==> config.mk <==
export PLATFORM = sky130hd
export DESIGN_NAME = tds_divider
export DESIGN_NICKNAME = d
export VERILOG_FILES = /design/src/rtl/tds_pkg.sv /design/src/rtl/tds_divider.sv
export SDC_FILE = /design/constraint.sdc
export NUM_CORES = 1
export LEC_CHECK = 0
export BUFFER_PORTS_ARGS = -buffer_cell sky130_fd_sc_hd__buf_2
export CAP_MARGIN = 10
export CORE_AREA = 2 2 255 131
export DETAILED_ROUTE_END_ITERATION = 16
export DIE_AREA = 0 0 257 133
export PLACE_DENSITY = 0.5
export SLEW_MARGIN = 20
export SYNTH_ARGS = -nofsm -noshare
export SYNTH_HDL_FRONTEND = slang
export SYNTH_SLANG_ARGS = --single-unit
==> constraint.sdc <==
create_clock -name aclk -period 11.9 [get_ports aclk]
set_clock_uncertainty 0.2 [all_clocks]
set_input_delay 2.38 -clock aclk [delete_from_list [all_inputs] [get_ports aclk]]
set_output_delay 2.38 -clock aclk [all_outputs]
set_load 0.03 [all_outputs]
==> src/rtl/tds_pkg.sv <==
`timescale 1ns / 1ps
// ----------------------------------------------------------------------------
// tds_pkg: shared types and constants of the tridiagonal system solver
// fixed-point format, storage depth and the divider request/response structs
// ----------------------------------------------------------------------------
package tds_pkg;

    localparam int MAX_ROWS  = 64;
    localparam int FRAC_BITS = 24;
    localparam int DATA_W    = 32;
    localparam int ADDR_W    = $clog2(MAX_ROWS);
    localparam int CNT_W     = $clog2(MAX_ROWS + 1);
    localparam int IDX_W     = 6;
    localparam int NUM_W     = DATA_W + FRAC_BITS;
    localparam int DCNT_W    = $clog2(NUM_W + 1);

    localparam logic [1:0] ST_OK       = 2'd0;
    localparam logic [1:0] ST_ZERO_PIV = 2'd1;
    localparam logic [1:0] ST_DROPPED  = 2'd2;

    typedef enum logic [3:0] {
        S_IDLE,
        S_FWD_RD,
        S_FWD_DIV,
        S_FWD_MUL_P,
        S_FWD_MUL_R,
        S_FWD_WR,
        S_BK_RD,
        S_BK_MUL,
        S_BK_DIV,
        S_BK_OUT
    } tds_state_t;

    typedef struct packed {
        logic              start;
        logic [DATA_W-1:0] num;
        logic [DATA_W-1:0] den;
    } tds_div_req_t;

    typedef struct packed {
        logic              done;
        logic              zero;
        logic [DATA_W-1:0] quot;
    } tds_div_rsp_t;

    // signed saturation of a 66-bit value to DATA_W bits
    function automatic logic [DATA_W-1:0] sat(input logic signed [65:0] v);
        logic signed [65:0] hi;
        logic signed [65:0] lo;
        hi = 66'sd2147483647;
        lo = -66'sd2147483648;
        if (v > hi) sat = hi[DATA_W-1:0];
        else if (v < lo) sat = lo[DATA_W-1:0];
        else sat = v[DATA_W-1:0];
    endfunction

endpackage

==> src/rtl/tds_divider.sv <==
`timescale 1ns / 1ps
// ----------------------------------------------------------------------------
// tds_divider: restoring fixed-point divider
// (a << FRAC_BITS) / b truncated toward zero and saturated, one bit a cycle
// ----------------------------------------------------------------------------
module tds_divider import tds_pkg::*; (
    input  logic         aclk,
    input  logic         aresetn,
    input  tds_div_req_t req,
    output tds_div_rsp_t rsp
);

    logic              busy_reg, busy_next;
    logic              done_reg, done_next;
    logic [DCNT_W-1:0] cnt_reg, cnt_next;
    logic [NUM_W-1:0]  q_reg, q_next;
    logic [DATA_W:0]   r_reg, r_next;
    logic [DATA_W-1:0] d_reg, d_next;
    logic              neg_reg, neg_next;
    logic [DATA_W-1:0] res_reg, res_next;
    logic              zero_reg, zero_next;

    logic [DATA_W-1:0] abs_n, abs_d;
    logic [DATA_W:0]   trial;
    logic signed [65:0] sq;

    assign abs_n = req.num[DATA_W-1] ? (~req.num + 1'b1) : req.num;
    assign abs_d = req.den[DATA_W-1] ? (~req.den + 1'b1) : req.den;
    assign trial = {r_reg[DATA_W-1:0], q_reg[NUM_W-1]};

    // combine sign and quotient magnitude into the signed result (saturated into res_reg)
    always_comb begin
        sq = neg_reg ? -$signed({{(66-NUM_W){1'b0}}, q_reg})
                     : $signed({{(66-NUM_W){1'b0}}, q_reg});
    end

    // one quotient bit per cycle
    always_comb begin
        busy_next = busy_reg;
        done_next = 1'b0;
        cnt_next  = cnt_reg;
        q_next    = q_reg;
        r_next    = r_reg;
        d_next    = d_reg;
        neg_next  = neg_reg;
        res_next  = res_reg;
        zero_next = zero_reg;
        if (req.start) begin
            zero_next = (req.den == '0);
            neg_next  = req.num[DATA_W-1] ^ req.den[DATA_W-1];
            q_next    = {abs_n, {FRAC_BITS{1'b0}}};
            r_next    = '0;
            d_next    = abs_d;
            cnt_next  = DCNT_W'(NUM_W);
            busy_next = (req.den != '0);
            done_next = (req.den == '0);
            res_next  = req.num[DATA_W-1] ? {1'b1, {(DATA_W-1){1'b0}}}
                                          : {1'b0, {(DATA_W-1){1'b1}}};
        end else if (busy_reg) begin
            if (trial >= {1'b0, d_reg}) begin
                r_next = trial - {1'b0, d_reg};
                q_next = {q_reg[NUM_W-2:0], 1'b1};
            end else begin
                r_next = trial;
                q_next = {q_reg[NUM_W-2:0], 1'b0};
            end
            cnt_next = cnt_reg - 1'b1;
            if (cnt_reg == DCNT_W'(1)) busy_next = 1'b0;
        end
    end

    logic fin_reg, fin_next;
    assign fin_next = busy_reg && !req.start && (cnt_reg == DCNT_W'(1));

    always_ff @(posedge aclk) begin
        if (!aresetn) begin
            busy_reg <= 1'b0;
            done_reg <= 1'b0;
            fin_reg  <= 1'b0;
            cnt_reg  <= '0;
        end else begin
            busy_reg <= busy_next;
            done_reg <= done_next | fin_reg;
            fin_reg  <= fin_next;
            cnt_reg  <= cnt_next;
        end
        q_reg    <= q_next;
        r_reg    <= r_next;
        d_reg    <= d_next;
        neg_reg  <= neg_next;
        zero_reg <= zero_next;
        res_reg  <= fin_reg ? sat(sq) : res_next;
    end

    assign rsp.done = done_reg;
    assign rsp.zero = zero_reg;
    assign rsp.quot = res_reg;

endmodule

# Word level (Yosys, flattened, before mapping)
# Index checks and enable logic that the tools add are counted.
[word_totals]
reg_bits = 163
latch_bits = 0
ramBits = 0
romBits = 0
input_bits = 67
out_inout_bits = 34
memories = 0
[classes]
addsub = 5
multipliers = 0
div_mod_pow = 0
magnitude_cmp = 3
eq_ne = 1
shift = 0
muxes = 18
bitwise_logic = 5
n_reduce_logical = 8
[ops]
columns = ["cell", "n"]
rows = [
  ["2-to-1 mux 32 bit", 7],
  ["2-to-1 mux 56 bit", 2],
  ["> comparator 66 x 32 -> 1 bit, second input constant", 1],
  ["less-than comparator 66 x 32 -> 1 bit, second input constant", 1],
  ["2-to-1 mux 66 bit", 1],
  ["negation 56 -> 66 bit", 1],
  ["adder 32 x 1 -> 32 bit, second input constant", 2],
  ["inverter 32 bit", 2],
  ["greater-or-equal comparator 33 x 32 -> 1 bit", 1],
  ["zero test 32 bit", 1],
  ["nonzero test 32 bit", 1],
  ["subtractor 32 bit", 1],
  ["2-to-1 mux 31 bit", 1],
  ["2-to-1 mux 6 bit", 2],
  ["== test 6 x 1 -> 1 bit, second input constant", 1],
  ["subtractor 6 x 1 -> 6 bit, second input constant", 1],
  ["2-to-1 mux 1 bit", 5],
  ["nonzero test 2 bit", 2],
  ["logical AND 1 bit", 2],
  ["OR reduction 2 bit", 1],
  ["zero test 1 bit", 1],
  ["inverter 1 bit", 1],
  ["OR 1 bit", 1],
  ["bitwise XOR 1 bit", 1],
]

# Logic depth before layout (Yosys ltp)
# Gate-level depths: netlist of run 1.
[depth]
ltp_word = 6
depth_mapped = 13
mapped_depth_nobuf = 12

# Worst setup path before layout of run 1
# Ideal clock, no wire load.
[synth_timing]
path_type = "input to register"
startpoint = "input port req[36] in the netlist's numbering"
endpoint = "register q_reg[52] (data pin)"
arrival_ps = 4702
required_ps = 11444
setup_slack_ps = 6741
stages = 9
path_buffers = 0
cell_sequence = "nor4_1 -> nand2_1 -> or4_1 -> or4_1 -> or2_2 -> nand2b_1 -> o21ai_0 -> xnor2_1 -> a22o_1"
[synth_via]
elab_chain_cells = 4
[synth_lines]
columns = ["element", "line", "text"]
rows = [
  ["from (decl)", "tds_divider.sv:9", "input tds_div_req_t req,"],
  ["inverter 32 bit", "tds_divider.sv:27", "assign abs_n = req.num[DATA_W-1] ? (~req.num + 1'b1) : req.num;"],
  ["adder 32 x 1 -> 32 bit", "tds_divider.sv:27", ""],
  ["2-to-1 mux 32 bit", "tds_divider.sv:27", ""],
  ["2-to-1 mux 56 bit", "tds_divider.sv:48", "if (req.start) begin"],
  ["net q_next[52]", "tds_divider.sv:16", "logic [NUM_W-1:0] q_reg, q_next;"],
  ["to (signal assigned)", "tds_divider.sv:87", "q_reg <= q_next;"],
  ["to (decl)", "tds_divider.sv:16", ""],
]
# The timed path passes the listed nets, and every way through them passes these cells.
# A chain may end at the register's enable or synchronous reset.

# Worst setup path in the final report of run 1
[layout_timing]
startpoint = "input port req[36] in the netlist's numbering"
endpoint = "register q_reg[54] (data pin)"
# Same word-level chain as after synthesis.

==> results of run 1 <==
-- per-layer routing --
layer / wire length (um) / vias to the layer above / GRT usage (%)
met5: 0 / - / 0
met2: 10300 / 260 / 20.6
met1: 16900 / 4252 / 30.3
met4: 272 / 0 / 4.39
li1: - / 4525 / -
met3: 2040 / 22 / 3.52
-- kinds of logic (layout without fill, tap and decap cells) --
kind of cell / count (synthesis) / in the layout / synth area share [%]
mux: 34 / 34 / 3.17
fa+ha+maj: 38 / 38 / 4.49
buf+inv: 122 / 197 / 4.59
flops: 163 / 163 / 39.4
xor+xnor: 136 / 136 / 11.1
simple gates: 404 / 404 / 18.5
compound gates: 297 / 297 / 18.7
-- stage by stage --
stage / power, mW / area, um^2 / hold slack (ns) / utilization (%) / worst slack [ns]
final: 1.60 / 12200 / 0.284 / 37.8 / 6.72
after floorplan: 0.957 / 10800 / 0.253 / - / 6.74
after CTS: 1.62 / 12200 / 0.290 / 37.8 / 6.79
after global placement: 1.07 / 11600 / 0.269 / 36.0 / 6.28
after detailed placement: 1.07 / 11600 / 0.280 / 36.0 / 6.33
after global routing: 1.69 / 12200 / 0.322 / 37.8 / 6.48
-- cells in the mapped netlist (7+ instances only) --
cell and count:
sky130_fd_sc_hd__nand2b_1 15, sky130_fd_sc_hd__edfxtp_1 98, sky130_fd_sc_hd__nand2_1 130, sky130_fd_sc_hd__inv_1 56
sky130_fd_sc_hd__nand4_1 11, sky130_fd_sc_hd__xnor2_1 65, sky130_fd_sc_hd__o41ai_1 18, sky130_fd_sc_hd__mux2i_1 33
sky130_fd_sc_hd__o21ai_1 30, sky130_fd_sc_hd__nor3_1 25, sky130_fd_sc_hd__xor2_1 71, sky130_fd_sc_hd__and3_1 10
sky130_fd_sc_hd__o31ai_1 31, sky130_fd_sc_hd__ha_1 37, sky130_fd_sc_hd__a22o_1 7, sky130_fd_sc_hd__dfxtp_1 65
sky130_fd_sc_hd__clkbuf_1 52, sky130_fd_sc_hd__a21o_1 11, sky130_fd_sc_hd__nor2b_1 9, sky130_fd_sc_hd__nor2_1 99
sky130_fd_sc_hd__a21oi_1 31, sky130_fd_sc_hd__o21ai_0 77, sky130_fd_sc_hd__a211oi_1 8, sky130_fd_sc_hd__nor4_1 23
sky130_fd_sc_hd__and2_1 8, sky130_fd_sc_hd__nand3_1 20, sky130_fd_sc_hd__a311oi_1 24, sky130_fd_sc_hd__or4_1 21
sky130_fd_sc_hd__or3_1 9, sky130_fd_sc_hd__o22ai_1 7
-- tightest hold or removal path: stages (launching register included) --
cell and delay, ns:
sky130_fd_sc_hd__dfxtp_1 0.32, sky130_fd_sc_hd__nand2_1 0.05, sky130_fd_sc_hd__o21ai_0 0.06
-- cell type report --
cell class / instances / share of cell area (%)
multi-input cells: 909 / 49.5
flip-flops and latches: 163 / 34.8
repair buffers: 109 / 4.68
well taps: 441 / 4.52
clock buffers: 25 / 4.42
inverters: 56 / 1.72
clock inverters: 7 / 0.339
-- power breakdown --
part | internal (mW) | leakage [nW] | switching (mW)
clock | 0.314 | 0.297 | 0.229
sequential | 0.648 | 1.51 | 0.0379
combinational | 0.143 | 2.85 | 0.231
total | 1.10 | 4.65 | 0.498
-- worst max-delay path by stage --
stage | cells past startpoint | endpoint | startpoint
2_1_floorplan | 9 | q_reg[52] | req[36]
3_3_place_gp | 10 | q_reg[54] | req[36]
3_5_place_dp | 10 | q_reg[54] | req[36]
4_1_cts | 10 | q_reg[54] | req[36]
5_1_grt | 9 | res_reg[0] | q_reg[5]
6_report | 10 | q_reg[54] | req[36]
==> results.sh, run 1 <==
export IMPL_row_count=47
export IMPL_clockRootBuffer="sky130_fd_sc_hd__clkbuf_16"
export IMPL_post_synth_inst_count=1194
export IMPL_ys_top_cells_by_area="sky130_fd_sc_hd__edfxtp_1, sky130_fd_sc_hd__dfxtp_1, sky130_fd_sc_hd__xor2_1"
export IMPL_place_gp_congestion=0.865
export IMPL_worstPathArrival_ns=5.16
export IMPL_post_cts_repair_resize_count=0
export IMPL_first_iter_violations=844
export IMPL_routed_via_density=5.30
export IMPL_via_count_of_the_first_global_routing_pass=8046
export IMPL_wl_per_cell_um=17.3
export IMPL_floorplan_die_width_um=257
export IMPL_finalSetupViolations=0
export IMPL_antennaDiodeCount=0
export IMPL_floorplan_initialDensity_pct=33.3
export IMPL_die_height_um=133
export IMPL_postSynthAreaPerCell_um2=9.01
export IMPL_yosysSeqAreaShare_pct=39.4
export IMPL_synth_net_count=1299
export IMPL_ios=101
export IMPL_antenna_found_initial=0
export IMPL_final_seq_area_mm2=0.00425
export IMPL_tritoncts="built"
export IMPL_drcViolationCount=0
export IMPL_tns_ns=0
export IMPL_die_area_mm2=0.0342
export IMPL_setup_reg_to_reg_worst_slack_ns=6.73
export IMPL_power_density_cell_area_mw_per_mm2=131
export IMPL_total_cts_buffers=17
export IMPL_mostFrequentLayoutCells="sky130_fd_sc_hd__nand2_1, sky130_fd_sc_hd__nor2_1, sky130_fd_sc_hd__buf_2"
export IMPL_clock_tree_buf_depth=2
export IMPL_crit_path_top_delay_cell="sky130_fd_sc_hd__or4_1"
export IMPL_post_cts_buffers=0
export IMPL_max_reg_flops=56
export IMPL_final_clock_period_utilization_by_the_worst_path_pct=43.6
export IMPL_crit_buf_inv=1
export IMPL_outcome="finished, final reports clean"
export IMPL_detail_route_antenna_nets=0
export IMPL_report_final_hold_viol_count=0
export IMPL_clock_latency_ns=0.44
export IMPL_cts_sink_count=163
export IMPL_design_final_nets=1361
export IMPL_min_from="r_reg[15]"
export IMPL_timing_worst_slew_pin_value_ns=1.07
export IMPL_crit_reg2reg_capture="res_reg[0]"
export IMPL_layout_cells_most_common="sky130_fd_sc_hd__nand2_1"
export IMPL_drive_above_1_share_pct=12.7
export IMPL_cellLeakagePower_nw=4.65
export IMPL_grt_util_all_layers_pct=17.6
export IMPL_synth_area_mm2=0.0108
export IMPL_crit_required_ns=11.87
export IMPL_fill_cells=3254
export IMPL_worst_r2r_cell_count=9
export IMPL_wire_length_of_the_first_global_routing_pass_um=47100
export IMPL_path_max_fanout=5
export IMPL_worstSetupEndpointType="flip-flop"
export IMPL_final_max_slew_violation_count=0
export IMPL_worstHoldPathCells=2
export IMPL_timing_fmax_ghz=0.193
export IMPL_drv_max_cap_violation_count=0
export IMPL_synth_async_reset_ratio_pct=0
export IMPL_core_region_area_mm2=0.0323
export IMPL_worst_slew_margin_relative_to_its_limit_pct=28.8
export IMPL_dp_hpwl_um=22300
export IMPL_min_delay_worst_type="flip-flop to flip-flop"
export IMPL_yosys_most_used_dff="sky130_fd_sc_hd__edfxtp_1"
export IMPL_hold_buffers=0
export IMPL_cp_startpoint_kind="input pin"
export IMPL_area_fraction_of_the_dominant_cell_type_after_synthesis_pct=27.3
export IMPL_stage_delay_of_the_slowest_cell_on_the_critical_path_ns=0.63
export IMPL_yosys_warnings=0
export IMPL_detailed_routing_iteration_count_for_the_pre_antenna_repair_pass=5
export IMPL_finalWorstPathRequiredPeriod_ns=5.18
export IMPL_buffer_ports_inserted=100
export IMPL_worst_hold_path_endpoint="r_reg[15]"
export IMPL_area_growth_pct=13.3
export IMPL_postRouteWirelength_um=29500
export IMPL_critical_path_start_end_classification="input pin to flip-flop"
export IMPL_post_synth_num_cell_types=75
export IMPL_clock_pin_transition_on_the_worst_setup_and_hold_timing_paths_ns=0.06
export IMPL_postSynthRegisterBits=163
export IMPL_critPathTopFamily="simple AND/OR/NAND/NOR gates"
export IMPL_synth_edff_count=98
export IMPL_pin_count_of_the_biggest_net_entering_global_routing=91
export IMPL_gr_total_overflow=0
export IMPL_multiInputGateArea_mm2=0.00603
export IMPL_regToRegStartpoint="q_reg[5]"
export IMPL_ordered_list_of_cells_on_the_worst_path="buf_2, nor4_1, nand2_1, or4_1, or4_1, or2_2, nand2b_1, o21ai_0, xor2_1, o21ai_0"
export IMPL_ir_worst_vdd_mv=0.108
export IMPL_placed_cells=1678
export IMPL_ctsHtreeMaxLevel=4
export IMPL_layout_cells_non_filler=1710
export IMPL_num_vias=9059
export IMPL_synth_area_leader_cell="sky130_fd_sc_hd__edfxtp_1"
export IMPL_setup_repair_after_global_routing_missed_its_margin="false"
Power figures use the tool's default switching activity.
==> inputs of run 2 (changes only) <==
PLACE_DENSITY = 0.52   (was 0.5)
clock period = 4.3 ns   (was 11.9 ns; I/O delays follow)
==> run 2 against run 1 <==
  * First-iteration DRC count shrank 17%
  * Die area is the same
  * Global-route usage grew 0.15 points
  * Final area grew 1.7%
  * Sequential cell count is the same
  * Worst setup slack lost 6.4 ns
  * Critical endpoint is now res_reg[18]
  * Combinational power grew to 2.8 times the previous value
  * Hold slack lost 0.0076 ns
  * Critical path type is now flip-flop to flip-flop
  * Sequential share of layout area shrank 0.57 points
  * Sequential power grew to 2.8 times the previous value
  * Non-clock buffer count grew 25
==> results.sh, run 2 (synthesis gave the netlist of run 1 again) <==
export IMPL_crit_reg2reg_capture="res_reg[18]"
export IMPL_ir_worst_vdd_mv=0.307
export IMPL_finalSetupViolations=0
export IMPL_layout_cells_most_common="sky130_fd_sc_hd__nand2_1"
export IMPL_setup_reg_to_reg_worst_slack_ns=0.29
export IMPL_globalRouteMet1Util_pct=29.5
export IMPL_dp_hpwl_um=22800
export IMPL_critical_path_top_cell_by_count="sky130_fd_sc_hd__buf_4"
export IMPL_report_final_hold_viol_count=0
export IMPL_globalRoute_busiestLayer="met1"
export IMPL_grt_util_all_layers_pct=17.7
export IMPL_place_gp_congestion=0.906
export IMPL_gr_usage_met3_pct=5.59
export IMPL_crit_path_top_delay_cell="sky130_fd_sc_hd__or4b_2"
export IMPL_power_density_cell_area_mw_per_mm2=362
export IMPL_row_count=47
export IMPL_ios=101
export IMPL_floorplan_die_width_um=257
export IMPL_via_count_of_the_first_global_routing_pass=8165
export IMPL_min_delay_worst_type="flip-flop to flip-flop"
export IMPL_setup_repair_after_global_routing_missed_its_margin="false"
export IMPL_tns_ns=0
export IMPL_outcome="finished, final reports clean"
export IMPL_total_cts_buffers=17
export IMPL_detail_route_antenna_nets=0
export IMPL_timing_worst_slew_pin_value_ns=0.813
export IMPL_clock_pin_transition_on_the_worst_setup_and_hold_timing_paths_ns=0.07
export IMPL_cp_startpoint_kind="flip-flop"
export IMPL_wl_per_cell_um=17.3
export IMPL_die_area_mm2=0.0342
export IMPL_regToRegStartpoint="q_reg[0]"
export IMPL_routed_via_density=5.31
export IMPL_clock_latency_ns=0.45
export IMPL_area_growth_pct=15.2
export IMPL_antenna_found_initial=1
export IMPL_ordered_list_of_cells_on_the_worst_path="inv_1, ha_1, or4b_2, nor2_1, buf_4, nand4_1, buf_4, o41ai_2, xor2_1, or4_1, nor4_2, a41oi_2, buf_6, o21ai_1"
export IMPL_cp_endpoint="res_reg[18]"
export IMPL_drv_max_cap_violation_count=0
export IMPL_drive_above_1_share_pct=14.5
export IMPL_floorplan_initialDensity_pct=33.3
export IMPL_gr_total_overflow=0
export IMPL_detailed_routing_iteration_count_for_the_pre_antenna_repair_pass=5
export IMPL_core_region_area_mm2=0.0323
export IMPL_timing_hold_ws_ns=0.277
export IMPL_critical_path_start_end_classification="flip-flop to flip-flop"
export IMPL_clockRootBuffer="sky130_fd_sc_hd__clkbuf_16"
export IMPL_worst_slew_margin_relative_to_its_limit_pct=45.8
export IMPL_crit_required_ns=4.40
export IMPL_worstPathArrival_ns=4.11
export IMPL_postRouteWirelength_um=30100
export IMPL_path_max_fanout=31
export IMPL_timing_fmax_ghz=0.249
export IMPL_fill_cells=3210
export IMPL_design_final_nets=1386
export IMPL_first_iter_violations=702
export IMPL_stage_delay_of_the_slowest_cell_on_the_critical_path_ns=0.65
export IMPL_cts_sink_count=163
export IMPL_num_vias=9214
export IMPL_clock_tree_buf_depth=2
export IMPL_ctsHtreeMaxLevel=4
export IMPL_die_height_um=133
export IMPL_crit_path_start="q_reg[0]"
export IMPL_met2_global_route_usage_pct=20.6
export IMPL_finalWorstPathRequiredPeriod_ns=4.01
export IMPL_tritoncts="built"
export IMPL_worstSetupEndpointType="flip-flop"
export IMPL_worst_r2r_cell_count=14
export IMPL_wire_length_of_the_first_global_routing_pass_um=47200
export IMPL_final_clock_period_utilization_by_the_worst_path_pct=93.3
export IMPL_buffer_ports_inserted=100
export IMPL_final_max_slew_violation_count=0
export IMPL_cellLeakagePower_nw=4.75
export IMPL_max_reg_flops=56
export IMPL_drcViolationCount=0
export IMPL_mostFrequentLayoutCells="sky130_fd_sc_hd__nand2_1, sky130_fd_sc_hd__nor2_1, sky130_fd_sc_hd__buf_2"
export IMPL_pin_count_of_the_biggest_net_entering_global_routing=64
export IMPL_hold_buffers=0
==> run 2: metal layers <==
layer / wire (um) / up-vias
met5: 0 / -
met4: 262 / 0
met3: 2320 / 19
met2: 10600 / 266
met1: 16900 / 4359
li1: - / 4570
==> run 2: through the flow <==
step	util [%]	std cells	setup slack, ns	power [mW]	instance area [um^2]
2_1_floorplan	-	1194	0.536	2.65	10800
3_3_place_gp	36.6	1702	0.220	2.97	11800
3_5_place_dp	36.6	1702	0.151	2.98	11800
4_1_cts	38.3	1734	0.0792	4.51	12400
5_1_grt	38.4	1736	0.0345	4.71	12400
6_report	38.4	1736	0.289	4.48	12400
==> run 2: power by group <==
part           switching (mW)  total [mW]  internal (mW)
clock                   0.712        1.52          0.811
combinational           0.647        1.06          0.417
sequential              0.103        1.89           1.79
total                    1.46        4.48           3.02
==> run 2: critical path: cells and delay by family, from the launching register on <==
family | cells | cell delay, ns
buffers and inverters | 4 | 0.65
and+or+nand+nor | 5 | 1.65
DFF | 1 | 0.35
AOI/OAI and AO/OA | 3 | 0.67
xor gates and xnor gates | 1 | 0.13
adders and majority gates | 1 | 0.20
==> run 2: layout make-up <==
| type | count | area [um^2] | area share (%) |
|---|---|---|---|
| Antenna cell | 1 | 2.50 | 0.0202 |
| Clock buffer | 17 | 425 | 3.43 |
| Clock inverter | 15 | 145 | 1.17 |
| Inverter | 56 | 210 | 1.70 |
| Multi-Input combinational cell | 909 | 6040 | 48.7 |
| Sequential cell | 163 | 4250 | 34.3 |
| Tap cell | 441 | 552 | 4.45 |
| Timing Repair Buffer | 134 | 774 | 6.25 |
==> run 2: worst min-delay path by stage <==
stage                     from    endpoint  slack, ns  depth (start not counted)
floorplan            r_reg[15]   r_reg[15]       0.25                          2
finish              cnt_reg[1]  cnt_reg[1]       0.28                          2
CTS                 cnt_reg[1]  cnt_reg[1]       0.28                          2
global route         r_reg[16]   r_reg[16]       0.31                          2
detailed placement  cnt_reg[1]  cnt_reg[1]       0.27                          2
global placement    cnt_reg[1]  cnt_reg[1]       0.27                          2
==> run 2: timing repair <==
action	in CTS	in global routing
resized for setup	0	3
endpoints found under the hold margin	0	0
endpoints found under the setup margin	0	31
buffers inserted	0	1
